$ cat src/hdl/assert_macros.svh
// Assertion macros used by the RTL.
`ifndef ASSERT_MACROS_SVH
`define ASSERT_MACROS_SVH

`ifndef ASSERT_OFF
`define ASSERT_CLK(lbl, clk, rstn, prop, msg) \
    lbl: assert property (@(posedge clk) disable iff (!(rstn)) (prop)) else $error(msg);
`define ASSERT_NEVER(lbl, clk, rstn, expr, msg) \
    lbl: assert property (@(posedge clk) disable iff (!(rstn)) !(expr)) else $error(msg);
`else
`define ASSERT_CLK(lbl, clk, rstn, prop, msg)
`define ASSERT_NEVER(lbl, clk, rstn, expr, msg)
`endif

`endif

$ cat src/hdl/itpt_pkg.sv
package itpt_pkg;

    localparam int TASK_SLOTS_DEF = 64;

    localparam int TASK_W = 16;
    localparam int USER_W = 16;
    localparam int PRIO_W = 31;
    localparam int STATUS_W = 3;

    typedef enum logic [1:0] {
        K_ADD    = 2'd0,
        K_EDIT   = 2'd1,
        K_REMOVE = 2'd2,
        K_EXEC   = 2'd3
    } t_kind;

    typedef enum logic [STATUS_W-1:0] {
        ST_OK        = 3'd0,
        ST_EMPTY     = 3'd1,
        ST_NOT_FOUND = 3'd2,
        ST_DUPLICATE = 3'd3,
        ST_FULL      = 3'd4
    } t_status;

    typedef struct packed {
        logic              valid;
        logic [TASK_W-1:0] task_id;
        logic [USER_W-1:0] user_id;
        logic [PRIO_W-1:0] prio;
    } t_entry;

    typedef struct packed {
        logic hit;
        logic free_found;
        logic best_found;
    } t_scan_flags;

endpackage

$ cat src/hdl/itpt_mem.sv
module itpt_mem #(
    parameter int DEPTH = itpt_pkg::TASK_SLOTS_DEF,
    parameter int AW    = $clog2(DEPTH)
) (
    input  logic             i_clk,
    input  logic             i_we,
    input  logic [AW-1:0]    i_waddr,
    input  itpt_pkg::t_entry i_wdata,
    input  logic             i_re,
    input  logic [AW-1:0]    i_raddr,
    output itpt_pkg::t_entry o_rdata
);

    itpt_pkg::t_entry r_mem [DEPTH];
    itpt_pkg::t_entry r_rdata;

    always_ff @(posedge i_clk) begin
        if (i_we) begin
            r_mem[i_waddr] <= i_wdata;
        end
    end

    always_ff @(posedge i_clk) begin
        if (i_re) begin
            r_rdata <= r_mem[i_raddr];
        end
    end

    assign o_rdata = r_rdata;

endmodule

$ cat src/hdl/itpt_scan.sv
module itpt_scan #(
    parameter int AW = 6
) (
    input  logic                          i_clk,
    input  logic                          i_rst_n,
    input  logic                          i_clear,
    input  logic                          i_vld,
    input  logic [AW-1:0]                 i_idx,
    input  itpt_pkg::t_entry              i_entry,
    input  logic [itpt_pkg::TASK_W-1:0]   i_key,
    output itpt_pkg::t_scan_flags         o_flags,
    output logic [AW-1:0]                 o_hit_idx,
    output logic [itpt_pkg::USER_W-1:0]   o_hit_user,
    output logic [AW-1:0]                 o_free_idx,
    output logic [AW-1:0]                 o_best_idx,
    output logic [itpt_pkg::USER_W-1:0]   o_best_user
);

    itpt_pkg::t_scan_flags             r_flags;
    logic [AW-1:0]                     r_hit_idx;
    logic [itpt_pkg::USER_W-1:0]       r_hit_user;
    logic [AW-1:0]                     r_free_idx;
    logic [AW-1:0]                     r_best_idx;
    logic [itpt_pkg::USER_W-1:0]       r_best_user;
    logic [itpt_pkg::PRIO_W-1:0]       r_best_prio;
    logic [itpt_pkg::TASK_W-1:0]       r_best_task;

    logic n_take_hit;
    logic n_take_free;
    logic n_take_best;

    always_comb begin
        n_take_hit  = i_vld && i_entry.valid && (i_entry.task_id == i_key) && !r_flags.hit;
        n_take_free = i_vld && !i_entry.valid && !r_flags.free_found;
        n_take_best = i_vld && i_entry.valid &&
                      (!r_flags.best_found ||
                       ({i_entry.prio, i_entry.task_id} > {r_best_prio, r_best_task}));
    end

    always_ff @(posedge i_clk) begin
        if (!i_rst_n || i_clear) begin
            r_flags <= '0;
        end else begin
            if (n_take_hit) begin
                r_flags.hit <= 1'b1;
            end
            if (n_take_free) begin
                r_flags.free_found <= 1'b1;
            end
            if (n_take_best) begin
                r_flags.best_found <= 1'b1;
            end
        end
    end

    always_ff @(posedge i_clk) begin
        if (n_take_hit) begin
            r_hit_idx  <= i_idx;
            r_hit_user <= i_entry.user_id;
        end
        if (n_take_free) begin
            r_free_idx <= i_idx;
        end
        if (n_take_best) begin
            r_best_idx  <= i_idx;
            r_best_user <= i_entry.user_id;
            r_best_prio <= i_entry.prio;
            r_best_task <= i_entry.task_id;
        end
    end

    assign o_flags     = r_flags;
    assign o_hit_idx   = r_hit_idx;
    assign o_hit_user  = r_hit_user;
    assign o_free_idx  = r_free_idx;
    assign o_best_idx  = r_best_idx;
    assign o_best_user = r_best_user;

endmodule

$ cat src/hdl/indexed_priority_task_table.sv
// Channel | Direction | Handshake          | Payload
// --------+-----------+--------------------+-----------------------------------------
// in      | input     | i_valid / o_ready  | i_kind, i_task_id, i_user_id, i_priority_req
// out     | output    | o_valid / i_ready  | o_status, o_served_user
//
// Each item scans every slot through the single read port of the slot memory,
// one slot per cycle, then writes back at most once; the next item is taken the
// cycle after the result is loaded. After reset a clearing pass writes every slot
// with o_ready low. A stalled result waits in the output register; the next item
// is still scanned, but its result holds the sequencer until the register is free.
`include "assert_macros.svh"

module indexed_priority_task_table #(
    parameter int TASK_SLOTS = itpt_pkg::TASK_SLOTS_DEF
) (
    input  logic                            i_clk,
    input  logic                            i_rst_n,
    input  logic                            i_valid,
    output logic                            o_ready,
    input  logic [1:0]                      i_kind,
    input  logic [itpt_pkg::TASK_W-1:0]     i_task_id,
    input  logic [itpt_pkg::USER_W-1:0]     i_user_id,
    input  logic [itpt_pkg::PRIO_W-1:0]     i_priority_req,
    output logic                            o_valid,
    input  logic                            i_ready,
    output logic [itpt_pkg::STATUS_W-1:0]   o_status,
    output logic [itpt_pkg::USER_W-1:0]     o_served_user
);

    localparam int AW = (TASK_SLOTS > 1) ? $clog2(TASK_SLOTS) : 1;
    localparam logic [AW-1:0] LAST = AW'(TASK_SLOTS - 1);

    typedef enum logic [2:0] {
        S_CLEAR,
        S_IDLE,
        S_SCAN,
        S_DRAIN,
        S_WB,
        S_PUT
    } t_state;

    t_state                          r_state;
    logic [AW-1:0]                   r_addr;
    logic                            r_rd_vld;
    logic [AW-1:0]                   r_rd_idx;
    itpt_pkg::t_kind                 r_kind;
    logic [itpt_pkg::TASK_W-1:0]     r_task;
    logic [itpt_pkg::USER_W-1:0]     r_user;
    logic [itpt_pkg::PRIO_W-1:0]     r_prio;
    itpt_pkg::t_status               r_res_status;
    logic [itpt_pkg::USER_W-1:0]     r_res_served;
    logic                            r_out_valid;
    itpt_pkg::t_status               r_out_status;
    logic [itpt_pkg::USER_W-1:0]     r_out_served;

    logic                            n_rd_en;
    logic                            n_we;
    logic [AW-1:0]                   n_waddr;
    itpt_pkg::t_entry                n_wdata;
    itpt_pkg::t_status               n_status;
    logic [itpt_pkg::USER_W-1:0]     n_served;

    itpt_pkg::t_entry                rd_data;
    itpt_pkg::t_scan_flags           scan_flags;
    logic [AW-1:0]                   hit_idx;
    logic [itpt_pkg::USER_W-1:0]     hit_user;
    logic [AW-1:0]                   free_idx;
    logic [AW-1:0]                   best_idx;
    logic [itpt_pkg::USER_W-1:0]     best_user;

    assign n_rd_en = (r_state == S_SCAN);

    itpt_mem #(
        .DEPTH (TASK_SLOTS),
        .AW    (AW)
    ) u_mem (
        .i_clk   (i_clk),
        .i_we    (n_we),
        .i_waddr (n_waddr),
        .i_wdata (n_wdata),
        .i_re    (n_rd_en),
        .i_raddr (r_addr),
        .o_rdata (rd_data)
    );

    itpt_scan #(
        .AW (AW)
    ) u_scan (
        .i_clk       (i_clk),
        .i_rst_n     (i_rst_n),
        .i_clear     (r_state == S_IDLE),
        .i_vld       (r_rd_vld),
        .i_idx       (r_rd_idx),
        .i_entry     (rd_data),
        .i_key       (r_task),
        .o_flags     (scan_flags),
        .o_hit_idx   (hit_idx),
        .o_hit_user  (hit_user),
        .o_free_idx  (free_idx),
        .o_best_idx  (best_idx),
        .o_best_user (best_user)
    );

    // Write-back decision, taken once the scan has seen every slot; the clearing pass writes zero to every slot.
    always_comb begin
        n_we     = 1'b0;
        n_waddr  = r_addr;
        n_wdata  = '0;
        n_status = itpt_pkg::ST_OK;
        n_served = '0;
        if (r_state == S_CLEAR) begin
            n_we = 1'b1;
        end else if (r_state == S_WB) begin
            unique case (r_kind)
                itpt_pkg::K_ADD: begin
                    if (scan_flags.hit) begin
                        n_status = itpt_pkg::ST_DUPLICATE;
                    end else if (!scan_flags.free_found) begin
                        n_status = itpt_pkg::ST_FULL;
                    end else begin
                        n_we    = 1'b1;
                        n_waddr = free_idx;
                        n_wdata = '{valid: 1'b1, task_id: r_task, user_id: r_user,
                                    prio: r_prio};
                    end
                end
                itpt_pkg::K_EDIT: begin
                    if (!scan_flags.hit) begin
                        n_status = itpt_pkg::ST_NOT_FOUND;
                    end else begin
                        n_we    = 1'b1;
                        n_waddr = hit_idx;
                        n_wdata = '{valid: 1'b1, task_id: r_task, user_id: hit_user,
                                    prio: r_prio};
                    end
                end
                itpt_pkg::K_REMOVE: begin
                    if (!scan_flags.hit) begin
                        n_status = itpt_pkg::ST_NOT_FOUND;
                    end else begin
                        n_we    = 1'b1;
                        n_waddr = hit_idx;
                    end
                end
                itpt_pkg::K_EXEC: begin
                    if (!scan_flags.best_found) begin
                        n_status = itpt_pkg::ST_EMPTY;
                    end else begin
                        n_we     = 1'b1;
                        n_waddr  = best_idx;
                        n_served = best_user;
                    end
                end
                default: begin
                    n_status = itpt_pkg::ST_OK;
                end
            endcase
        end
    end

    always_ff @(posedge i_clk) begin
        if (!i_rst_n) begin
            r_state     <= S_CLEAR;
            r_addr      <= '0;
            r_rd_vld    <= 1'b0;
            r_out_valid <= 1'b0;
        end else begin
            r_rd_vld <= n_rd_en;
            r_rd_idx <= r_addr;
            if (r_out_valid && i_ready && (r_state != S_PUT)) begin
                r_out_valid <= 1'b0;
            end
            unique case (r_state)
                S_CLEAR: begin
                    if (r_addr == LAST) begin
                        r_addr  <= '0;
                        r_state <= S_IDLE;
                    end else begin
                        r_addr <= r_addr + 1'b1;
                    end
                end
                S_IDLE: begin
                    if (i_valid) begin
                        r_kind  <= itpt_pkg::t_kind'(i_kind);
                        r_task  <= i_task_id;
                        r_user  <= i_user_id;
                        r_prio  <= i_priority_req;
                        r_addr  <= '0;
                        r_state <= S_SCAN;
                    end
                end
                S_SCAN: begin
                    if (r_addr == LAST) begin
                        r_addr  <= '0;
                        r_state <= S_DRAIN;
                    end else begin
                        r_addr <= r_addr + 1'b1;
                    end
                end
                S_DRAIN: begin
                    r_state <= S_WB;
                end
                S_WB: begin
                    r_res_status <= n_status;
                    r_res_served <= n_served;
                    r_state      <= S_PUT;
                end
                S_PUT: begin
                    if (!r_out_valid || i_ready) begin
                        r_out_valid  <= 1'b1;
                        r_out_status <= r_res_status;
                        r_out_served <= r_res_served;
                        r_state      <= S_IDLE;
                    end
                end
                default: begin
                    r_state <= S_IDLE;
                end
            endcase
        end
    end

    assign o_ready       = (r_state == S_IDLE);
    assign o_valid       = r_out_valid;
    assign o_status      = r_out_status;
    assign o_served_user = r_out_served;

    `ASSERT_NEVER(a_wr_rd_overlap, i_clk, i_rst_n, n_we && n_rd_en, "write during scan read")
    `ASSERT_CLK(a_one_in_flight, i_clk, i_rst_n, (i_valid && o_ready) |=> !o_ready, "second item taken during scan")
    `ASSERT_CLK(a_out_from_put, i_clk, i_rst_n, $rose(o_valid) |-> $past(r_state == S_PUT), "result loaded outside put")
    `ASSERT_CLK(a_served_ok, i_clk, i_rst_n, (o_valid && (o_served_user != '0)) |-> (o_status == itpt_pkg::ST_OK), "served user with error status")

endmodule
$ cat config.mk
export PLATFORM = sky130hd
export DESIGN_NAME = indexed_priority_task_table
export DESIGN_NICKNAME = d
export VERILOG_FILES = /design/src/hdl/itpt_pkg.sv /design/src/hdl/itpt_mem.sv /design/src/hdl/itpt_scan.sv /design/src/hdl/indexed_priority_task_table.sv
export VERILOG_INCLUDE_DIRS = /design/src /design/src/hdl
export SDC_FILE = /design/constraint.sdc
export NUM_CORES = 2
export LEC_CHECK = 0
export BUFFER_PORTS_ARGS = -buffer_cell sky130_fd_sc_hd__buf_2
export CAP_MARGIN = 10
export CORE_UTILIZATION = 30
export CTS_BUF_LIST = sky130_fd_sc_hd__clkbuf_4 sky130_fd_sc_hd__clkbuf_8 sky130_fd_sc_hd__clkbuf_16
export CTS_CLUSTER_SIZE = 12
export DETAILED_ROUTE_END_ITERATION = 6
export PLACE_DENSITY = 0.54
export SLEW_MARGIN = 20
export SYNTH_ARGS = -nofsm -noshare
export SYNTH_HDL_FRONTEND = slang
export SYNTH_SLANG_ARGS = --single-unit
$ cat constraint.sdc
create_clock -name i_clk -period 6.83 [get_ports i_clk]
set_input_delay 1.0245 -clock i_clk [delete_from_list [all_inputs] [get_ports i_clk]]
set_output_delay 1.0245 -clock i_clk [all_outputs]
set_load 0.02 [all_outputs]
# Word level (Yosys, flattened, before mapping)
# Memories as Yosys holds them, arrays and structs flattened. A register that Yosys moved wholly into a read port is not among the register bits.
# Cells that the tools add are included.
[totals] register_bits=220 ram_bits=4096 input_bits=69 output_inout_bits=21 elab_cells=109 mem_count=1
[mem_list] name="u_mem.r_mem" depth=64 word_bits=64 rd=1 rd_ports_with_merged_regs=1 write_ports=1 line="itpt_mem.sv:14" rtl="itpt_pkg::t_entry r_mem [DEPTH];"
[classes] n_addsub=1 order_cmp=1 eq_ne=15 n_mux=38 bitwise_logic=2 reduce_logical=28
[op_table] op="two-way mux 64 bit" count=5
[op_table] op="one-hot mux 64 bit (2 select lines)" count=1
[op_table] op="two-way mux 6 bit" count=8
[op_table] op="greater-than comparator 47 bit" count=1
[op_table] op="two-way mux 3 bit" count=6
[op_table] op="one-hot mux 3 bit (6 select lines)" count=1
[op_table] op="one-hot mux 6 bit (3 select lines)" count=1
[op_table] op="equality test 16 bit" count=1
[op_table] op="two-way mux 1 bit" count=12
[op_table] op="one-hot mux 6 bit (2 select lines)" count=1
[op_table] op="one-hot mux 3 bit (3 select lines)" count=1
[op_table] op="logical AND 1 bit" count=8
[op_table] op="adder 6 x 1 -> 6 bit, second input constant" count=1
[op_table] op="equality test 3 x 2 -> 1 bit, second input constant" count=2
[op_table] op="equality test 3 bit, second input constant" count=2
[op_table] op="equality test 6 bit, second input constant" count=1
[op_table] op="logical NOT 1 bit" count=6
[op_table] op="AND reduction 3 bit" count=2
[op_table] op="equality test 2 bit, second input constant" count=2
[op_table] op="!= test 2 x 1 -> 1 bit, second input constant" count=2
[op_table] op="!= test 2 bit, second input constant" count=2
[op_table] op="AND reduction 2 bit" count=2
[op_table] op="AND reduction 4 bit" count=1
[op_table] op="OR reduction 2 bit" count=2
[op_table] op="11 further kinds" count=14

# Longest topological paths before layout
[logic_depth] word_depth=7 depth_mapped=9

# Hierarchy
# Synthesis repeated with hierarchy kept, for this count alone.
[hier_totals] hier_cells=7235 hier_area_um2=166148.1
[by_module_without_submodules] module="itpt_mem" n_inst=1 cells_each=6598 area_per_inst_um2=156983.1 seq_area_each_um2=124919.8
[by_module_without_submodules] module="indexed_priority_task_table" n_inst=1 cells_each=334 area_per_inst_um2=4762.1 seq_area_each_um2=3493.4
[by_module_without_submodules] module="itpt_scan" n_inst=1 cells_each=303 area_per_inst_um2=4403.0 seq_area_each_um2=2972.9

# Least setup slack after synthesis
# OpenSTA, ideal clock, no wires.
[synth_path] kind="register to register" start="reg, netlist name u_mem.o_rdata[13]" end="reg u_scan.r_best_idx[0] (netlist: u_scan.o_best_idx[0]) (enable)" setup_time_ns=0.519 arrival_time_ns=4.866 t_required_ns=6.311 setup_slack_ns=1.446 path_stages_with_launch=8 n_path_buf=0 path_cell_list="edfxtp_1 ha_1 nand4_1 nor3_1 and4_1 a21boi_0 o31ai_1 a21oi_1"
[synth_between] elab_chain_len=3
[synth_lines] element="greater-than comparator 47 bit" line="itpt_scan.sv:37" rtl="({i_entry.prio, i_entry.task_id} > {r_best_prio, r_best_task}));"
[synth_lines] element="logical OR 1 bit" line="itpt_scan.sv:36" rtl="(!r_flags.best_found ||"
[synth_lines] element="logical AND 1 bit" line="itpt_scan.sv:35" rtl="n_take_best = i_vld && i_entry.valid &&"
[synth_lines] element="via u_scan.n_take_best" line="itpt_scan.sv:30" rtl="logic n_take_best;"
[synth_lines] element="end signal: assignment" line="itpt_scan.sv:65" rtl="r_best_idx <= i_idx;"
[synth_lines] element="end: declaration" line="itpt_scan.sv:23" rtl="logic [AW-1:0] r_best_idx;"
# The timed path passes the listed nets, and every way through them passes these cells.
# A chain may end at the register's enable or synchronous reset.

# Final worst setup path
[layout_path] start="reg r_kind[0]" end="mem u_mem.r_mem[19][29] (netlist bit) (enable)"
[layout_between] elab_chain_len=7 elab_cells_between_ends=13 classes_between="3 x eq/ne; 8 x mux; 2 x reduce/logical"
[layout_lines] element="start: declaration" line="indexed_priority_task_table.sv:46" rtl="itpt_pkg::t_kind r_kind;"
[layout_lines] element="start signal: assignment" line="indexed_priority_task_table.sv:184" rtl="r_kind <= itpt_pkg::t_kind'(i_kind);"
[layout_lines] element="equality test 2 bit / equality test 2 x 1 -> 1 bit (equally long branches)" line="indexed_priority_task_table.sv:114" rtl="unique case (r_kind)"
[layout_lines] element="OR reduction 2 bit (no source line)"
[layout_lines] element="one-hot mux 1 bit (3 select lines)" line="indexed_priority_task_table.sv:114"
[layout_lines] element="two-way mux 1 bit" line="indexed_priority_task_table.sv:113" rtl="end else if (r_state == S_WB) begin"
[layout_lines] element="two-way mux 1 bit" line="indexed_priority_task_table.sv:111" rtl="if (r_state == S_CLEAR) begin"
[layout_lines] element="two-way mux 1 bit" line="itpt_mem.sv:18" rtl="if (i_we) begin"
[layout_lines] element="two-way mux 1 bit (implied by the code)" line="itpt_mem.sv:19" rtl="r_mem[i_waddr] <= i_wdata;"
[layout_lines] element="end: declaration" line="itpt_mem.sv:14"
# Several ways; a longest one is shown, not always the timed one.

==> flow_metrics.py <==
metrics = {
    "place": {
        "dp_cells": 14600,
        "port_buffers": 89,
        "gp_congestion": 0.827,
        "hpwl_um": 280000,
    },
    "floorplanning": {
        "core_area_um2": 554000,
        "fp.dieW_um": 748,
        "io_pins": 90,
        "initial_core_util_pct": 30.2,
        "dieArea_um2": 560000,
        "chipHeight_um": 748,
        "row_count": 273,
    },
    "clock_tree": {
        "htree_levels": 5,
        "cts.sinks": 4380,
        "ctsResizeCount": 0,
        "clock_tree.root_cell": "clkbuf_16",
        "worstSkewPairLatency_ps": 1030,
        "clock_path_buffers": 4,
        "cts_buffers": 432,
        "path_clk_slew_ps": 60,
        "cts_tree": "yes",
        "hold_buffers": 0,
        "cts_setup_buffers": 0,
    },
    "drt": {
        "wl_per_cell_um": 31.6,
        "postRouteWirelength_um": 483000,
        "first_pass_iters": 7,
        "drc_errors": 0,
        "ant_nets": 0,
        "num_vias": 79500,
        "drt-vias-per-instance": 5.20,
        "drt_iter0_markers": 10100,
    },
    "setup_path": {
        "crit_arrival_ps": 5520,
        "crit_fanout": 21,
        "crit_type": "reg2reg",
        "regToRegSetupSlack_ps": 1960,
        "critPathRequiredTime_ps": 7470,
        "worst_setup_path_end_kind": "register",
        "worstReg2RegStart": "r_kind[0]$_DFFE_PP_",
        "r2r_cells": 8,
        "r2r_end": "u_mem.r_mem[19][29]$_DFFE_PP_",
        "startpoint_type": "register",
    },
    "power": {
        "ir_worst_vdd_uv": 215,
        "pwr-share-clk_pct": 41.5,
        "sw_frac_of_total_pct": 21.1,
        "p_sw_uw": 11400,
        "power_density_nw_per_um2": 281,
        "p_leak_uw": 0.0645,
        "pwr-share-seq_pct": 54.6,
        "power_uw": 53800,
        "power.share.combinational_pct": 3.9,
        "p_int_uw": 42400,
    },
    "timing": {
        "max_slew_margin_pct": 18.8,
        "setup-violations-final": 0,
        "tightest_slew_ps": 1220,
        "fin_skew_ps": 74.9,
        "fmax_mhz": 205,
        "grt_setup_unrepaired": "false",
        "fin_crit_ps": 4870,
        "hold_violations": 0,
        "tns_ps": 0,
        "post-route-period-util_pct": 71.4,
        "drv_slew": 0,
    },
    "yosys": {
        "yosysWarnings": 0,
        "synth_cell_type_count": 55,
        "synth_edf_count": 4366,
        "synth.largest_area_cell": "edfxtp_1",
        "synth_top_cell_area_share_pct": 78.5,
        "synthTopCellsByArea": "edfxtp_1 78%, mux4_2 14%, mux2i_1 2.8%",
        "ys_seq_area_share_pct": 78.7,
        "async_flop_share_pct": 0,
        "syn_inst": 7121,
        "syn_area_um2": 167000,
        "syn-num-nets": 7241,
        "synth_area_per_cell_um2": 23.5,
        "synth-seq-cells": 4380,
        "synth_flop_cell": "edfxtp_1",
    },
    "run": {
        "drv_cap": 0,
    },
    "global_routing": {
        "grt_pass1_vias": 80400,
        "grt_antenna_before_repair": 44,
        "overflow": 0,
        "grt_usage_pct": 16.8,
        "grt_max_degree": 123,
        "grt_pass1_wl_um": 664000,
    },
    "worst_hold_path": {
        "hold_class": "in2reg",
        "whs_endpoint": "r_user[12]$_DFFE_PP_",
        "hold_start": "i_user_id[12]",
        "hold_depth": 1,
    },
    "layout": {
        "stdcell_count": 15300,
        "drive_gt1_share_pct": 28.2,
        "nFillCells": 50700,
        "finish.net_count": 7705,
        "area_delta_synth_final_pct": 14.7,
    },
    "status": {
        "status": "finished, final reports clean",
    },
}
==> metal layers <==
layer / wire length (µm) / share of wire (%) / GRT usage, % / vias to the layer above
met5: 71 / 0.015 / 0 / -
met4: 14500 / 3.0 / 5.06 / 10
li1: - / - / - / 31300
met1: 199000 / 41 / 23.2 / 44000
met2: 233000 / 48 / 27.4 / 3570
met3: 36400 / 7.5 / 2.73 / 657
==> cell type report <==
class | count | area [µm²] | area share (%)
Antenna cell | 40 | 100 | 0.0523
Sequential cell | 4380 | 131000 | 68.6
Timing Repair Buffer | 395 | 3440 | 1.80
Multi-Input combinational cell | 2322 | 34200 | 17.8
Clock buffer | 560 | 11800 | 6.18
Clock inverter | 114 | 1060 | 0.555
Tap cell | 7425 | 9290 | 4.85
Inverter | 54 | 208 | 0.108
==> kinds of logic (layout without fill, tap and decap cells) <==
kind of cell,Yosys count,in the layout,share of synthesized area [%]
AOI/OAI and AO/OA,366,366,1.64
and+or+nand+nor,390,390,1.15
DFF,4380,4380,78.7
xor gates and xnor gates,17,17,0.0891
adders and majority gates,51,51,0.382
buffers and inverters,419,1123,1.35
other,0,40,0
muxes,1498,1498,16.7
==> synth_stat cells (all sizes together) (4+ instances only) <==
cell / count
nand4: 10
nor2b: 10
a22oi: 175
nor4: 6
a221oi: 76
inv: 54
and3: 5
and2: 73
a21oi: 28
nand2b: 6
mux2i: 464
buf: 253
a22o: 5
nor3: 8
nand3: 82
dfxtp: 14
o21ai: 35
edfxtp: 4366
nand2: 70
a21o: 4
clkbuf: 112
mux4: 1034
a32oi: 24
xor2: 16
nor2: 111
ha: 51
==> critical path, stage by stage (launching register included) <==
cell      delay (ps)
edfxtp_1         430
inv_1            120
ha_1             610
a21oi_1          120
nand2b_1         340
a22oi_1          430
nand3_1          660
nor2_4          1130
buf_4            550
==> worst max path at each step <==
stage | startpoint | to | cells after the start | slack (ps)
after CTS | r_kind[0]$_DFFE_PP_ | u_mem.r_mem[19][36]$_DFFE_PP_ | 8 | 1980
after floorplan | u_mem.o_rdata[13]$_DFFE_PP_ | u_scan.o_best_idx[0]$_DFFE_PP_ | 7 | 1450
after global routing | r_kind[0]$_DFFE_PP_ | u_mem.r_mem[18][6]$_DFFE_PP_ | 8 | 1770
final | r_kind[0]$_DFFE_PP_ | u_mem.r_mem[19][29]$_DFFE_PP_ | 8 | 1960
after global placement | r_kind[0]$_DFFE_PP_ | u_mem.r_mem[19][27]$_DFFE_PP_ | 8 | 2000
after detailed placement | r_kind[0]$_DFFE_PP_ | u_mem.r_mem[19][46]$_DFFE_PP_ | 8 | 2000
==> sequential cells by signal, summed over array words and instances, names as in the netlist, 31 cells and up <==
name,count
u_scan.r_best_prio,31
u_mem.o_rdata,64
r_prio,31
u_mem.r_mem,4096
==> through the flow <==
step	utilization (%)	area, µm²	worst slack (ps)	hold slack [ps]
finish	34.6	192000	1960	158
global route	34.6	191000	1770	117
CTS	34.6	191000	1980	56.0
detailed placement	32.2	178000	2000	405
global placement	32.2	178000	2000	401
floorplan	-	167000	1450	400
==> power groups by stage <==
stage / clock network [µW] / logic (µW) / registers (µW)
after floorplan: 0 / 1290 / 29900
after CTS: 22700 / 2130 / 29400
after global routing: 23600 / 2180 / 29400
after global placement: 0 / 2130 / 29900
after detailed placement: 0 / 2130 / 29900
final: 22300 / 2090 / 29400
==> cell usage in the layout, fill, tap and decap left out, types with 26 or more instances in the layout <==
master,count
buf_4,251
mux4_2,1034
mux2i_1,464
a22oi_1,175
clkbuf_4,124
and2_2,34
clkbuf_16,435
buf_12,54
nand2_1,70
clkinv_2,27
edfxtp_1,4366
a21oi_1,26
inv_1,52
and2_1,32
ha_1,51
diode_2,40
buf_2,89
nor2_4,90
clkinv_1,50
nand3_1,77
a221oi_1,72
(Power assumes the default switching activity.)
